<file path="src/bwc_pkg.sv">
// Package for the battery wake check block: queue entry type, register
// indexes, wake reason codes and the poll interval table. No dependencies.
package bwc_pkg;

    localparam int PCT_W   = 7;
    localparam int VOLT_W  = 23;
    localparam int TEMP_W  = 8;
    localparam int VOTE_W  = 3;
    localparam int POLL_W  = 10;
    localparam int CFG_IDX_W  = 3;
    localparam int CFG_DATA_W = 23;

    localparam logic [CFG_IDX_W-1:0] REG_BAND_LIMIT_0 = 3'd0;
    localparam logic [CFG_IDX_W-1:0] REG_BAND_LIMIT_1 = 3'd1;
    localparam logic [CFG_IDX_W-1:0] REG_BAND_LIMIT_2 = 3'd2;
    localparam logic [CFG_IDX_W-1:0] REG_BAND_LIMIT_3 = 3'd3;
    localparam logic [CFG_IDX_W-1:0] REG_CRIT_VOLT    = 3'd4;
    localparam logic [CFG_IDX_W-1:0] REG_LOW_VOTE     = 3'd5;
    localparam logic [CFG_IDX_W-1:0] REG_MAX_TEMP     = 3'd6;
    localparam logic [CFG_IDX_W-1:0] REG_HOT_TEMP     = 3'd7;

    localparam logic [1:0] WAKE_NONE      = 2'd0;
    localparam logic [1:0] WAKE_BAND      = 2'd1;
    localparam logic [1:0] WAKE_CRIT_BATT = 2'd2;
    localparam logic [1:0] WAKE_CRIT_TEMP = 2'd3;

    localparam logic [VOLT_W-1:0] POLL_VOLT_0 = 23'd3800000;
    localparam logic [VOLT_W-1:0] POLL_VOLT_1 = 23'd3600000;
    localparam logic [VOLT_W-1:0] POLL_VOLT_2 = 23'd3500000;
    localparam logic [VOLT_W-1:0] POLL_VOLT_3 = 23'd3400000;

    localparam int MINUTE_SECS = 60;
    localparam logic [POLL_W-1:0] POLL_SECS_0 = POLL_W'(10 * MINUTE_SECS);
    localparam logic [POLL_W-1:0] POLL_SECS_1 = POLL_W'(5 * MINUTE_SECS);
    localparam logic [POLL_W-1:0] POLL_SECS_2 = POLL_W'(1 * MINUTE_SECS);
    localparam logic [POLL_W-1:0] POLL_SECS_3 = POLL_W'(10);
    localparam logic [POLL_W-1:0] POLL_SECS_4 = POLL_W'(5);

    localparam int QUEUE_DEPTH = 2;

    typedef struct packed {
        logic [1:0]        reason;
        logic [1:0]        band;
        logic [VOLT_W-1:0] volt;
        logic [TEMP_W-1:0] temp;
    } bwc_entry_t;

    function automatic logic [POLL_W-1:0] poll_lookup(input logic [VOLT_W-1:0] v);
        logic [POLL_W-1:0] secs;
        if (v >= POLL_VOLT_0) secs = POLL_SECS_0;
        else if (v >= POLL_VOLT_1) secs = POLL_SECS_1;
        else if (v >= POLL_VOLT_2) secs = POLL_SECS_2;
        else if (v >= POLL_VOLT_3) secs = POLL_SECS_3;
        else secs = POLL_SECS_4;
        return secs;
    endfunction

endpackage

</file>
<file path="src/bwc_front.sv">
// Front part: configuration registers, voltage ring, stored voltage, temperature
// and band; classifies each accepted reading into a queue word. Uses bwc_pkg.
module bwc_front
    import bwc_pkg::*;
#(
    parameter int VOLTAGE_WINDOW = 5
) (
    input  logic                  aclk,
    input  logic                  aresetn,
    input  logic                  cfg_wr_en,
    input  logic [CFG_IDX_W-1:0]  cfg_index,
    input  logic [CFG_DATA_W-1:0] cfg_wdata,
    input  logic                  accept,
    input  logic                  read_ok,
    input  logic [PCT_W-1:0]      charge_percent,
    input  logic [VOLT_W-1:0]     cell_voltage_uv,
    input  logic [TEMP_W-1:0]     cell_temp_c,
    output bwc_entry_t            entry,
    output logic [TEMP_W-1:0]     hot_temp
);

    localparam int POS_W   = $clog2(VOLTAGE_WINDOW);
    localparam int COUNT_W = $clog2(VOLTAGE_WINDOW + 1);
    localparam int CMP_W   = (COUNT_W > VOTE_W) ? COUNT_W : VOTE_W;
    localparam logic [POS_W-1:0] POS_LAST = POS_W'(VOLTAGE_WINDOW - 1);

    logic [PCT_W-1:0]  band_limit_reg [4];
    logic [VOLT_W-1:0] crit_volt_reg;
    logic [VOTE_W-1:0] low_vote_reg;
    logic [TEMP_W-1:0] max_temp_reg;
    logic [TEMP_W-1:0] hot_temp_reg;

    logic [VOLT_W-1:0] ring_reg [VOLTAGE_WINDOW];
    logic [POS_W-1:0]  pos_reg, pos_next;
    logic [VOLT_W-1:0] last_volt_reg;
    logic [TEMP_W-1:0] last_temp_reg;
    logic [1:0]        last_band_reg, band_next;

    logic [COUNT_W-1:0] low_count;
    logic [1:0]         band_calc;
    logic [1:0]         reason;
    logic [VOLT_W-1:0]  sample;

    assign pos_next = (pos_reg == POS_LAST) ? '0 : pos_reg + 1'b1;

    always_comb begin
        low_count = '0;
        for (int i = 0; i < VOLTAGE_WINDOW; i++) begin
            sample = (pos_next == POS_W'(i)) ? cell_voltage_uv : ring_reg[i];
            if (sample != '0 && sample <= crit_volt_reg)
                low_count = low_count + 1'b1;
        end
    end

    always_comb begin
        band_calc = 2'd0;
        for (int i = 0; i < 4; i++) begin
            if (charge_percent <= band_limit_reg[i])
                band_calc = 2'(i);
        end
    end

    always_comb begin
        reason    = WAKE_NONE;
        band_next = last_band_reg;
        if (read_ok) begin
            if (CMP_W'(low_count) >= CMP_W'(low_vote_reg)) begin
                reason = WAKE_CRIT_BATT;
            end else if ($signed(cell_temp_c) >= $signed(max_temp_reg)) begin
                reason = WAKE_CRIT_TEMP;
            end else if (band_calc != last_band_reg) begin
                reason    = WAKE_BAND;
                band_next = band_calc;
            end
        end
    end

    always_comb begin
        entry.reason = reason;
        entry.band   = band_next;
        entry.volt   = read_ok ? cell_voltage_uv : last_volt_reg;
        entry.temp   = read_ok ? cell_temp_c : last_temp_reg;
    end

    assign hot_temp = hot_temp_reg;

    always_ff @(posedge aclk) begin
        if (!aresetn) begin
            band_limit_reg[0] <= 7'd100;
            band_limit_reg[1] <= 7'd20;
            band_limit_reg[2] <= 7'd10;
            band_limit_reg[3] <= 7'd5;
            crit_volt_reg     <= 23'd3400000;
            low_vote_reg      <= 3'd3;
            max_temp_reg      <= 8'sd60;
            hot_temp_reg      <= 8'sd50;
        end else if (cfg_wr_en) begin
            case (cfg_index)
                REG_BAND_LIMIT_0: band_limit_reg[0] <= cfg_wdata[PCT_W-1:0];
                REG_BAND_LIMIT_1: band_limit_reg[1] <= cfg_wdata[PCT_W-1:0];
                REG_BAND_LIMIT_2: band_limit_reg[2] <= cfg_wdata[PCT_W-1:0];
                REG_BAND_LIMIT_3: band_limit_reg[3] <= cfg_wdata[PCT_W-1:0];
                REG_CRIT_VOLT:    crit_volt_reg     <= cfg_wdata[VOLT_W-1:0];
                REG_LOW_VOTE:     low_vote_reg      <= cfg_wdata[VOTE_W-1:0];
                REG_MAX_TEMP:     max_temp_reg      <= cfg_wdata[TEMP_W-1:0];
                REG_HOT_TEMP:     hot_temp_reg      <= cfg_wdata[TEMP_W-1:0];
                default: ;
            endcase
        end
    end

    always_ff @(posedge aclk) begin
        if (!aresetn) begin
            for (int i = 0; i < VOLTAGE_WINDOW; i++)
                ring_reg[i] <= '0;
            pos_reg       <= '0;
            last_volt_reg <= '0;
            last_temp_reg <= '0;
            last_band_reg <= 2'd0;
        end else if (accept && read_ok) begin
            ring_reg[pos_next] <= cell_voltage_uv;
            pos_reg            <= pos_next;
            last_volt_reg      <= cell_voltage_uv;
            last_temp_reg      <= cell_temp_c;
            last_band_reg      <= band_next;
        end
    end

endmodule

</file>
<file path="src/bwc_queue.sv">
// Short word queue between front and back parts.
// Depth from bwc_pkg::QUEUE_DEPTH; holds bwc_entry_t words.
module bwc_queue
    import bwc_pkg::*;
(
    input  logic       aclk,
    input  logic       aresetn,
    input  logic       wr_en,
    input  bwc_entry_t wr_data,
    output logic       full,
    input  logic       rd_en,
    output logic       not_empty,
    output bwc_entry_t rd_data,
    output logic [$clog2(QUEUE_DEPTH+1)-1:0] fill
);

    localparam int PTR_W = $clog2(QUEUE_DEPTH);
    localparam int CNT_W = $clog2(QUEUE_DEPTH + 1);
    localparam logic [PTR_W-1:0] PTR_LAST = PTR_W'(QUEUE_DEPTH - 1);
    localparam logic [CNT_W-1:0] CNT_FULL = CNT_W'(QUEUE_DEPTH);

    bwc_entry_t        mem_reg [QUEUE_DEPTH];
    logic [PTR_W-1:0]  wr_ptr_reg, rd_ptr_reg;
    logic [CNT_W-1:0]  count_reg, count_next;

    assign full      = (count_reg == CNT_FULL);
    assign not_empty = (count_reg != '0);
    assign rd_data   = mem_reg[rd_ptr_reg];
    assign fill      = count_reg;

    always_comb begin
        count_next = count_reg;
        if (wr_en && !rd_en) count_next = count_reg + 1'b1;
        else if (!wr_en && rd_en) count_next = count_reg - 1'b1;
    end

    always_ff @(posedge aclk) begin
        if (wr_en)
            mem_reg[wr_ptr_reg] <= wr_data;
    end

    always_ff @(posedge aclk) begin
        if (!aresetn) begin
            wr_ptr_reg <= '0;
            rd_ptr_reg <= '0;
            count_reg  <= '0;
        end else begin
            count_reg <= count_next;
            if (wr_en)
                wr_ptr_reg <= (wr_ptr_reg == PTR_LAST) ? '0 : wr_ptr_reg + 1'b1;
            if (rd_en)
                rd_ptr_reg <= (rd_ptr_reg == PTR_LAST) ? '0 : rd_ptr_reg + 1'b1;
        end
    end

endmodule

</file>
<file path="src/bwc_back.sv">
// Back part: poll interval lookup, hot cap and the registered result word.
// Uses bwc_pkg for the voltage table and entry type.
module bwc_back
    import bwc_pkg::*;
(
    input  logic              aclk,
    input  logic              aresetn,
    input  logic              q_valid,
    input  bwc_entry_t        q_data,
    output logic              q_pop,
    input  logic [TEMP_W-1:0] hot_temp,
    output logic              m_valid,
    input  logic              m_ready,
    output logic [1:0]        m_wake_reason,
    output logic              m_fast_sleep,
    output logic [POLL_W-1:0] m_poll_seconds,
    output logic [1:0]        m_band_now
);

    logic              valid_reg;
    logic [1:0]        reason_reg;
    logic              fast_reg;
    logic [POLL_W-1:0] poll_reg, poll_next;
    logic [1:0]        band_reg;

    assign q_pop = q_valid && (!valid_reg || m_ready);

    always_comb begin
        poll_next = poll_lookup(q_data.volt);
        if ($signed(q_data.temp) >= $signed(hot_temp))
            poll_next = POLL_SECS_4;
    end

    always_ff @(posedge aclk) begin
        if (!aresetn) begin
            valid_reg <= 1'b0;
        end else if (q_pop) begin
            valid_reg <= 1'b1;
        end else if (m_ready) begin
            valid_reg <= 1'b0;
        end
    end

    always_ff @(posedge aclk) begin
        if (q_pop) begin
            reason_reg <= q_data.reason;
            fast_reg   <= (q_data.reason == WAKE_NONE);
            poll_reg   <= poll_next;
            band_reg   <= q_data.band;
        end
    end

    assign m_valid        = valid_reg;
    assign m_wake_reason  = reason_reg;
    assign m_fast_sleep   = fast_reg;
    assign m_poll_seconds = poll_reg;
    assign m_band_now     = band_reg;

endmodule

</file>
<file path="src/battery_wake_check_unit.sv">
// Battery wake check unit: top level tying front, queue and back parts.
// Depends on bwc_pkg, bwc_front, bwc_queue and bwc_back.
//
// Usage:
//   s_ channel: one battery reading per word (read_ok, charge_percent,
//   cell_voltage_uv, cell_temp_c), valid/ready handshake.
//   m_ channel: one result word per reading (wake_reason, fast_sleep,
//   poll_seconds, band_now), valid/ready handshake, same order as input.
//   cfg port: write cfg_wdata to register cfg_index while cfg_wr_en is high;
//   write only while no reading is in flight.
// Timing:
//   A reading is classified in the cycle it is accepted; its result goes
//   through the queue and the output register to m_valid. One word per
//   cycle is sustained while m_ready is high; the front's ring vote is combinational.
//   A two-word queue and the output register let the back part stall on
//   m_ready while the front keeps taking words until the queue fills.
// Reset:
//   aresetn low for one clock clears ring, stored state, queue and output;
//   registers return to their defaults. No clearing pass is needed.
module battery_wake_check_unit
    import bwc_pkg::*;
#(
    parameter int VOLTAGE_WINDOW = 5
) (
    input  logic                  aclk,
    input  logic                  aresetn,
    input  logic                  cfg_wr_en,
    input  logic [CFG_IDX_W-1:0]  cfg_index,
    input  logic [CFG_DATA_W-1:0] cfg_wdata,
    input  logic                  s_valid,
    output logic                  s_ready,
    input  logic                  s_read_ok,
    input  logic [PCT_W-1:0]      s_charge_percent,
    input  logic [VOLT_W-1:0]     s_cell_voltage_uv,
    input  logic [TEMP_W-1:0]     s_cell_temp_c,
    output logic                  m_valid,
    input  logic                  m_ready,
    output logic [1:0]            m_wake_reason,
    output logic                  m_fast_sleep,
    output logic [POLL_W-1:0]     m_poll_seconds,
    output logic [1:0]            m_band_now
);

    localparam logic [$clog2(QUEUE_DEPTH+1)-1:0] Q_FULL = ($clog2(QUEUE_DEPTH+1))'(QUEUE_DEPTH);

    bwc_entry_t        front_entry, q_data;
    logic              q_full, q_valid, q_pop, accept;
    logic [TEMP_W-1:0] hot_temp;
    logic [$clog2(QUEUE_DEPTH+1)-1:0] q_fill;

    assign s_ready = !q_full;
    assign accept  = s_valid && s_ready;

    bwc_front #(
        .VOLTAGE_WINDOW(VOLTAGE_WINDOW)
    ) u_front (
        .aclk            (aclk),
        .aresetn         (aresetn),
        .cfg_wr_en       (cfg_wr_en),
        .cfg_index       (cfg_index),
        .cfg_wdata       (cfg_wdata),
        .accept          (accept),
        .read_ok         (s_read_ok),
        .charge_percent  (s_charge_percent),
        .cell_voltage_uv (s_cell_voltage_uv),
        .cell_temp_c     (s_cell_temp_c),
        .entry           (front_entry),
        .hot_temp        (hot_temp)
    );

    bwc_queue u_queue (
        .aclk      (aclk),
        .aresetn   (aresetn),
        .wr_en     (accept),
        .wr_data   (front_entry),
        .full      (q_full),
        .rd_en     (q_pop),
        .not_empty (q_valid),
        .rd_data   (q_data),
        .fill      (q_fill)
    );

    bwc_back u_back (
        .aclk           (aclk),
        .aresetn        (aresetn),
        .q_valid        (q_valid),
        .q_data         (q_data),
        .q_pop          (q_pop),
        .hot_temp       (hot_temp),
        .m_valid        (m_valid),
        .m_ready        (m_ready),
        .m_wake_reason  (m_wake_reason),
        .m_fast_sleep   (m_fast_sleep),
        .m_poll_seconds (m_poll_seconds),
        .m_band_now     (m_band_now)
    );

`ifndef SYNTH
    a_fast_sleep: assert property (@(posedge aclk) disable iff (!aresetn)
        m_valid |-> (m_fast_sleep == (m_wake_reason == WAKE_NONE)))
        else $error("fast_sleep disagrees with wake_reason");

    a_poll_set: assert property (@(posedge aclk) disable iff (!aresetn)
        m_valid |-> (m_poll_seconds == POLL_SECS_0 || m_poll_seconds == POLL_SECS_1 ||
                     m_poll_seconds == POLL_SECS_2 || m_poll_seconds == POLL_SECS_3 ||
                     m_poll_seconds == POLL_SECS_4))
        else $error("poll_seconds outside table");

    a_ready_full: assert property (@(posedge aclk) disable iff (!aresetn)
        !s_ready |-> (q_fill == Q_FULL && m_valid))
        else $error("input stalled while queue not full");

    a_queue_drain: assert property (@(posedge aclk) disable iff (!aresetn)
        (q_valid && !m_valid) |=> m_valid)
        else $error("queued word not moved to output");
`endif

endmodule
</file>
<file path="config.mk">
export PLATFORM = sky130hd
export DESIGN_NAME = battery_wake_check_unit
export DESIGN_NICKNAME = d
export VERILOG_FILES = /design/src/bwc_pkg.sv /design/src/bwc_front.sv /design/src/bwc_queue.sv /design/src/bwc_back.sv /design/src/battery_wake_check_unit.sv
export SDC_FILE = /design/constraint.sdc
export NUM_CORES = 1
export LEC_CHECK = 0
export BUFFER_PORTS_ARGS = -buffer_cell sky130_fd_sc_hd__buf_2
export CORE_UTILIZATION = 50
export DETAILED_ROUTE_END_ITERATION = 10
export GPL_TIMING_DRIVEN = 0
export PLACE_DENSITY = 0.7
export SLEW_MARGIN = 20
export SYNTH_ARGS = -nofsm -noshare
export SYNTH_HDL_FRONTEND = slang
export SYNTH_SLANG_ARGS = --single-unit
</file>
<file path="constraint.sdc">
create_clock -name aclk -period 17.24 [get_ports aclk]
set_clock_uncertainty 0.15 [all_clocks]
set_input_delay 1.724 -clock aclk [delete_from_list [all_inputs] [get_ports aclk]]
set_output_delay 1.724 -clock aclk [all_outputs]
set_load 0.01 [all_outputs]
</file>
==> reports/qor.txt, run 1 <==
Post-Syn Area per Cell - 10.1 µm²
Most frequent CP cell - ha_1
Lkg Pwr - 8.04 nW
Reg area - 0.00786 mm²
Worst slew pin tran - 1.11 ns
Starting Density - 51.0%
Outcome - finished clean
Total GRT Usage - 29.7%
Post-Syn Area - 0.0177 mm²
WL met3 - 5.01 mm
Slew headroom - 25.1%
Worst reg2reg path depth - 32
Number of synthesized register bits - 288
Critical path endpoint - u_queue.mem_reg[0][32]$_DFFE_PP_
Worst skew pair latency - 0.54 ns
WL met1 - 22.6 mm
Synth cell types - 69
CTS tree - yes
CTS root buffer - clkbuf_16
Max-slew violation count - 0
VDD IR max - 0.0000865 V
Synth top cells by count - edfxtp_1, ha_1, a21oi_1
Area of the multi-input gates - 0.00901 mm²
Fmax - 113 MHz
Most frequent cell after synthesis - edfxtp_1
CP arrival - 9.00 ns
Top Metal Used - met4
CTS H-tree lvls - 2
PD cells - 108 mW/mm²
Setup CP Type - reg2reg
DP HPWL - 38.9 mm
# rows - 68
# IOs - 87
Final Core Density - 57.3%
RSZ-0062 raised after global routing - no
Num CTS Buffers - 34
Area share of the largest cell type after synthesis - 35.5%
Initial antenna violation count - 2
Global-route wire length before repair - 80.5 mm
Wire length per cell - 22.9 µm
RePlAce Congestion - 0.931
Mapped Nets - 1,984
Worst hold path type - reg2reg
# clock sinks - 288
Syn. warnings - 0
CP max FO - 10
Met2 wire length - 24.4 mm
Die width - 190 µm
Max FFs per register - 115
Post-CTS Resized - 0
Slowest stage delay, CP - 0.57 ns
Finish-stage setup viols - 0
ANT nets after route - 0
Final wirelength - 54.0 mm
Biggest area consumer among synthesized cells - edfxtp_1
Layout area overhead - 12.4%
Endpoints failing hold - 0
Number of synthesized flops with an enable pin - 209
Main synth FF type - edfxtp_1
Tmin final - 8.88 ns
Proportion of layout cells with a drive suffix above 1 - 15.2%
Critical R2R Launch - u_front.pos_reg[0]$_SDFFE_PN0P_
First drt pass iteration count - 6
DR vias - 14.5k
Reg2reg setup slack - 8.36 ns
Largest net degree at the start of global routing - 31
Synth top area cells - edfxtp_1, ha_1, dfxtp_1, mux2_2, and2_1
Crit Reg-Reg Endpoint - u_queue.mem_reg[0][32]$_DFFE_PP_
Worst Setup End Kind - register
Die Area - 0.0361 mm²
Hold-fix buffers, CTS - 0
Final cycle utilization of the critical path - 51.5%
TNS Setup - 0 ns
Asr flop ratio synth - 0%
Worst EP required - 17.37 ns
Seq/Total Area, Yosys - 44.4%
Drt drc - 0
Cells after synthesis - 1,750
Max-cap violation count - 0
Core footprint - 0.0347 mm²
Clock slew at reported path FFs - 0.06 ns
Global route overflow - 0
Initial DRC count - 1,679
Port Buffers - 83
Via/cell ratio - 6.16
# fillers - 2,991
Vias in the first global route - 14.0k
Min-delay src - u_front.last_volt_reg[20]$_SDFFE_PN0P_
Chip Height - 190 µm
Startpoint types - register
Cell at the slowest stage of the critical path - nor3_2
CTS max path bufs - 3
Layout Nets - 2,105
Post-CTS Setup Bufs - 0
Worst Setup SP - u_front.pos_reg[0]$_SDFFE_PN0P_
## cells in the final DEF (no fill, tap or decap), types with 6 or more instances in the layout
master,count
nor2_1,85
nand4_1,30
o21ai_0,39
nor4_1,27
mux2i_1,11
buf_2,92
nand2_1,153
and2_1,133
or3_1,7
clkbuf_1,86
o21a_1,9
o22ai_1,20
o221ai_1,63
a211o_1,9
ha_1,164
nand3_1,28
dfxtp_1,79
a211oi_1,8
mux2_2,109
and3_1,6
o211ai_1,20
or3b_2,8
a31oi_1,6
nor2b_1,17
nor3_1,24
a21oi_1,154
edfxtp_1,209
buf_1,12
clkbuf_16,36
a21o_1,30
clkinv_2,6
nand2b_1,25
inv_1,102
## report_power, final
part           total (mW)  leakage (nW)  switching [mW]  internal [mW]
Sequential          0.866          2.74          0.0301          0.836
Clock               0.736         0.570           0.306          0.429
Combinational       0.544          4.73           0.327          0.218
Total                2.15          8.04           0.663           1.48
## cells by family after synthesis
kind of cell | after synthesis | share of synthesized area, %
other cells | 1 | 0.0212
xor+xnor | 10 | 0.700
compound gates | 389 | 14.2
simple gates | 565 | 16.6
fa+ha+maj | 164 | 11.6
flops | 288 | 44.4
mux | 121 | 7.62
buf+inv | 212 | 4.79
## per-stage QoR
stage                     instance area [µm²]  power [mW]  setup slack [ns]  hold slack [ns]  std cells
after floorplan                         17700        1.24             10.10            0.284       1750
after global placement                  18700        1.39              8.72            0.289       2288
after detailed placement                18700        1.41              8.63            0.295       2290
after CTS                               19900        2.14              8.52            0.303       2352
after global routing                    19900        2.24              8.03            0.318       2352
final                                   19900        2.15              8.36            0.303       2354
## critical path, delay by kind of cell (launching register included)
| kind | cells | cell delay (ns) |
|---|---|---|
| AND/OR/NAND/NOR | 6 | 1.85 |
| AO/OA/AOI/OAI | 11 | 1.75 |
| adder cells (fa/ha/maj) | 6 | 1.84 |
| flip-flops | 1 | 0.52 |
| XOR/XNOR | 1 | 0.36 |
| multiplexers | 3 | 1.10 |
| buffers and inverters | 5 | 1.03 |
## area by class of cell
cell class                 count  area share [%]
inverter                     104            1.96
multi-input combinational   1250            45.3
antenna                        2          0.0252
clock inverter                13           0.723
sequential                   288            39.5
clock buffer                  49            5.05
timing repair buffer          85            2.28
tap                          455            2.86
buffer                       108            2.30
## layer usage
metal  vias up  GRT usage [%]
met5         -              0
met4         0           12.7
met1      7001           40.0
met2       707           46.9
li1       6680              -
met3       120           5.13
## how the worst min path moves through the flow
stage | to | slack, ns | cells after the start
after floorplan | u_front.last_temp_reg[0]$_SDFFE_PN0P_ | 0.28 | 2
after global placement | u_front.last_volt_reg[19]$_SDFFE_PN0P_ | 0.29 | 2
after detailed placement | u_front.last_volt_reg[17]$_SDFFE_PN0P_ | 0.29 | 2
after CTS | u_front.last_volt_reg[17]$_SDFFE_PN0P_ | 0.30 | 2
after global routing | u_front.crit_volt_reg[3]$_SDFFE_PN0P_ | 0.32 | 2
final | u_front.last_volt_reg[20]$_SDFFE_PN0P_ | 0.30 | 2
Note: power is estimated with default switching activity, not from simulation.
==> inputs of run 2 (changes only) <==
--- a/config.mk
+++ b/config.mk
@@ -9,7 +9,7 @@
 export CORE_UTILIZATION = 50
 export DETAILED_ROUTE_END_ITERATION = 10
 export GPL_TIMING_DRIVEN = 0
-export PLACE_DENSITY = 0.7
+export PLACE_DENSITY = 0.73
 export SLEW_MARGIN = 20
 export SYNTH_ARGS = -nofsm -noshare
 export SYNTH_HDL_FRONTEND = slang
==> constraint.sdc (replaced) <==
create_clock -name aclk -period 8 [get_ports aclk]
set_clock_uncertainty 0.15 [all_clocks]
set_input_delay 0.8 -clock aclk [delete_from_list [all_inputs] [get_ports aclk]]
set_output_delay 0.8 -clock aclk [all_outputs]
set_load 0.01 [all_outputs]
==> reports/qor.txt, run 2 (synthesized netlist as in run 1, its figures left out) <==
Layout Nets - 2,111 (+0.29%)
Initial DRC count - 1,435 (-15%)
Core footprint - 0.0347 mm² (unchanged)
Lkg Pwr - 8.07 nW (+0.45%)
Worst hold path type - reg2reg
Endpoints failing hold - 0 (unchanged)
Area post-placement - 0.0187 mm² (about the same)
Startpoint types - register
TNS Setup - 0 ns (unchanged)
Critical R2R Launch - u_front.pos_reg[1]$_SDFFE_PN0P_
# clock sinks - 288 (unchanged)
Final wirelength - 54.0 mm (about the same)
Slew headroom - 28.7% (+3.6 points)
DP HPWL - 38.6 mm (-0.77%)
Top Metal Used - met4
Max-slew violation count - 0 (unchanged)
Met2 wire length - 24.3 mm (-0.28%)
Max FFs per register - 115 (unchanged)
WL met3 - 5.16 mm (+3.2%)
CTS tree - yes
First drt pass iteration count - 7 (+1)
CTS max path bufs - 3 (unchanged)
CTS H-tree lvls - 2 (unchanged)
Cell Int Power - 3.23 mW (+120%)
PD cells - 234 mW/mm² (+120%)
# IOs - 87 (unchanged)
# rows - 68 (unchanged)
Worst Setup End Kind - register
Final cycle utilization of the critical path - 96.7% (+45 points)
Worst Slack Setup Final - 0.265 ns (-8.10 ns)
Leading cell type in the layout, fill and taps excluded - edfxtp_1
RePlAce Congestion - 0.948 (+1.9%)
Tmin final - 7.74 ns (-1.14 ns)
Register share of total power - 40.0% (-0.4 points)
Wire length per cell - 22.9 µm (-0.24%)
Proportion of layout cells with a drive suffix above 1 - 15.9% (+0.64 points)
Hold Path Stages - 2 (unchanged)
Cell at the slowest stage of the critical path - or3b_2
Die Area - 0.0361 mm² (unchanged)
Power, Total - 4.68 mW (+120%)
Vias in the first global route - 14.0k (+0.20%)
Via/cell ratio - 6.14 (-0.34%)
VDD IR max - 0.000198 V (+130%)
Worst slew pin tran - 1.07 ns (-0.0439 ns)
Most frequent CP cell - ha_1
Clock network power share - 33.8% (-0.5 points)
Port Buffers - 83 (unchanged)
Layout area overhead - 13.0%
Finish-stage setup viols - 0 (unchanged)
CP arrival - 7.86 ns (-1.14 ns)
Setup CP Type - reg2reg
Drt drc - 0 (unchanged)
Global route overflow - 0 (unchanged)
Largest net degree at the start of global routing - 31 (unchanged)
Chip Height - 190 µm (unchanged)
Top Family by Delay on Critical Path - simple AND/OR/NAND/NOR gates
Worst skew pair latency - 0.53 ns (about the same)
Ant diodes - 0 (-2)
Commonest non-fill, non-tap cells in the layout - edfxtp_1, ha_1, a21oi_1
ANT nets after route - 0 (unchanged)
Final Cell Area - 0.0200 mm² (+0.55%)
Switching portion of total power - 30.9% (about the same)
Starting Density - 51.0% (unchanged)
Slowest stage delay, CP - 0.48 ns (-0.09 ns)
Final Core Density - 57.6% (+0.31 points)
Worst path depth - 32 (unchanged)
Fmax - 129 MHz (+15%)
Worst reg2reg path depth - 32 (unchanged)
Die width - 190 µm (unchanged)
WL met1 - 22.2 mm (-1.6%)
Switch Pwr - 1.44 mW (+120%)
Max-cap violation count - 0 (unchanged)
CTS root buffer - clkbuf_16
Gate power share - 26.2% (+0.8 points)
Min-delay src - u_front.crit_volt_reg[19]$_SDFFE_PN0P_
Num CTS Buffers - 34 (unchanged)
Total GRT Usage - 29.9% (+0.20 points)
Pre-CTS worst setup slack - -0.734 ns (-9.36 ns)
Clock slew at reported path FFs - 0.06 ns (about the same)
DR vias - 14.5k (-0.17%)
Outcome - finished clean
Reg2reg setup slack - 0.26 ns (-8.10 ns)
CP max FO - 10 (unchanged)
Buffers plus inverters on the worst setup path - 4 (-1)
Global-route wire length before repair - 81.2 mm (+0.82%)
Worst EP required - 8.13 ns (-9.24 ns)
Initial antenna violation count - 0 (-2)
Worst Setup SP - u_front.pos_reg[1]$_SDFFE_PN0P_
-- run 2: metrics by stage --
stage	hold WS, ns	cells
3_3_place_gp	0.290	2288
4_1_cts	0.306	2352
6_report	0.304	2358
2_1_floorplan	0.284	1750
3_5_place_dp	0.298	2290
5_1_grt	0.326	2358
-- run 2: layout make-up --
type                    count  area (µm²)
well taps                 455         569
inverters                 104         390
plain buffers             107         469
clock buffers              43         926
fillers                  2960       14700
clock inverters            19         211
multi-input cells        1250        9060
flip-flops and latches    288        7860
repair buffers             92         510
-- run 2: repair_timing --
action,4_1_cts,5_1_grt
resized for setup,9,15
pin swaps,1,4
hold buffers,0,0
buffers inserted,1,6
setup endpoints to repair,10,8
-- run 2: routing by layer --
layer / up-vias / GRT usage (%)
met2: 686 / 47.8
met3: 150 / 6.77
met1: 6950 / 38.8
li1: 6697 / -
met4: 0 / 12.6
met5: - / 0
-- run 2: final timing paths --
| path | to |
|---|---|
| max reg2reg | u_queue.mem_reg[1][32]$_DFFE_PP_ |
| min reg2reg | u_front.crit_volt_reg[19]$_SDFFE_PN0P_ |
| min | u_front.crit_volt_reg[19]$_SDFFE_PN0P_ |
| max | u_queue.mem_reg[1][32]$_DFFE_PP_ |
-- run 2: power by group through the flow --
| stage | Clock, mW | Sequential [mW] | Combinational [mW] |
|---|---|---|---|
| after detailed placement | 0 | 1.90 | 1.15 |
| after global placement | 0 | 1.89 | 1.10 |
| after global routing | 1.64 | 1.89 | 1.34 |
| final | 1.58 | 1.87 | 1.23 |
| after floorplan | 0 | 1.90 | 0.774 |
| after CTS | 1.59 | 1.87 | 1.17 |
-- run 2: worst register-to-register path: cells and delay by family (launching register included) --
family                   cells  cell delay [ns]
AO/OA/AOI/OAI               11             1.73
adder cells (fa/ha/maj)      6             1.67
buffers and inverters        4             0.70
flip-flops                   1             0.40
multiplexers                 3             1.04
AND/OR/NAND/NOR              8             1.80
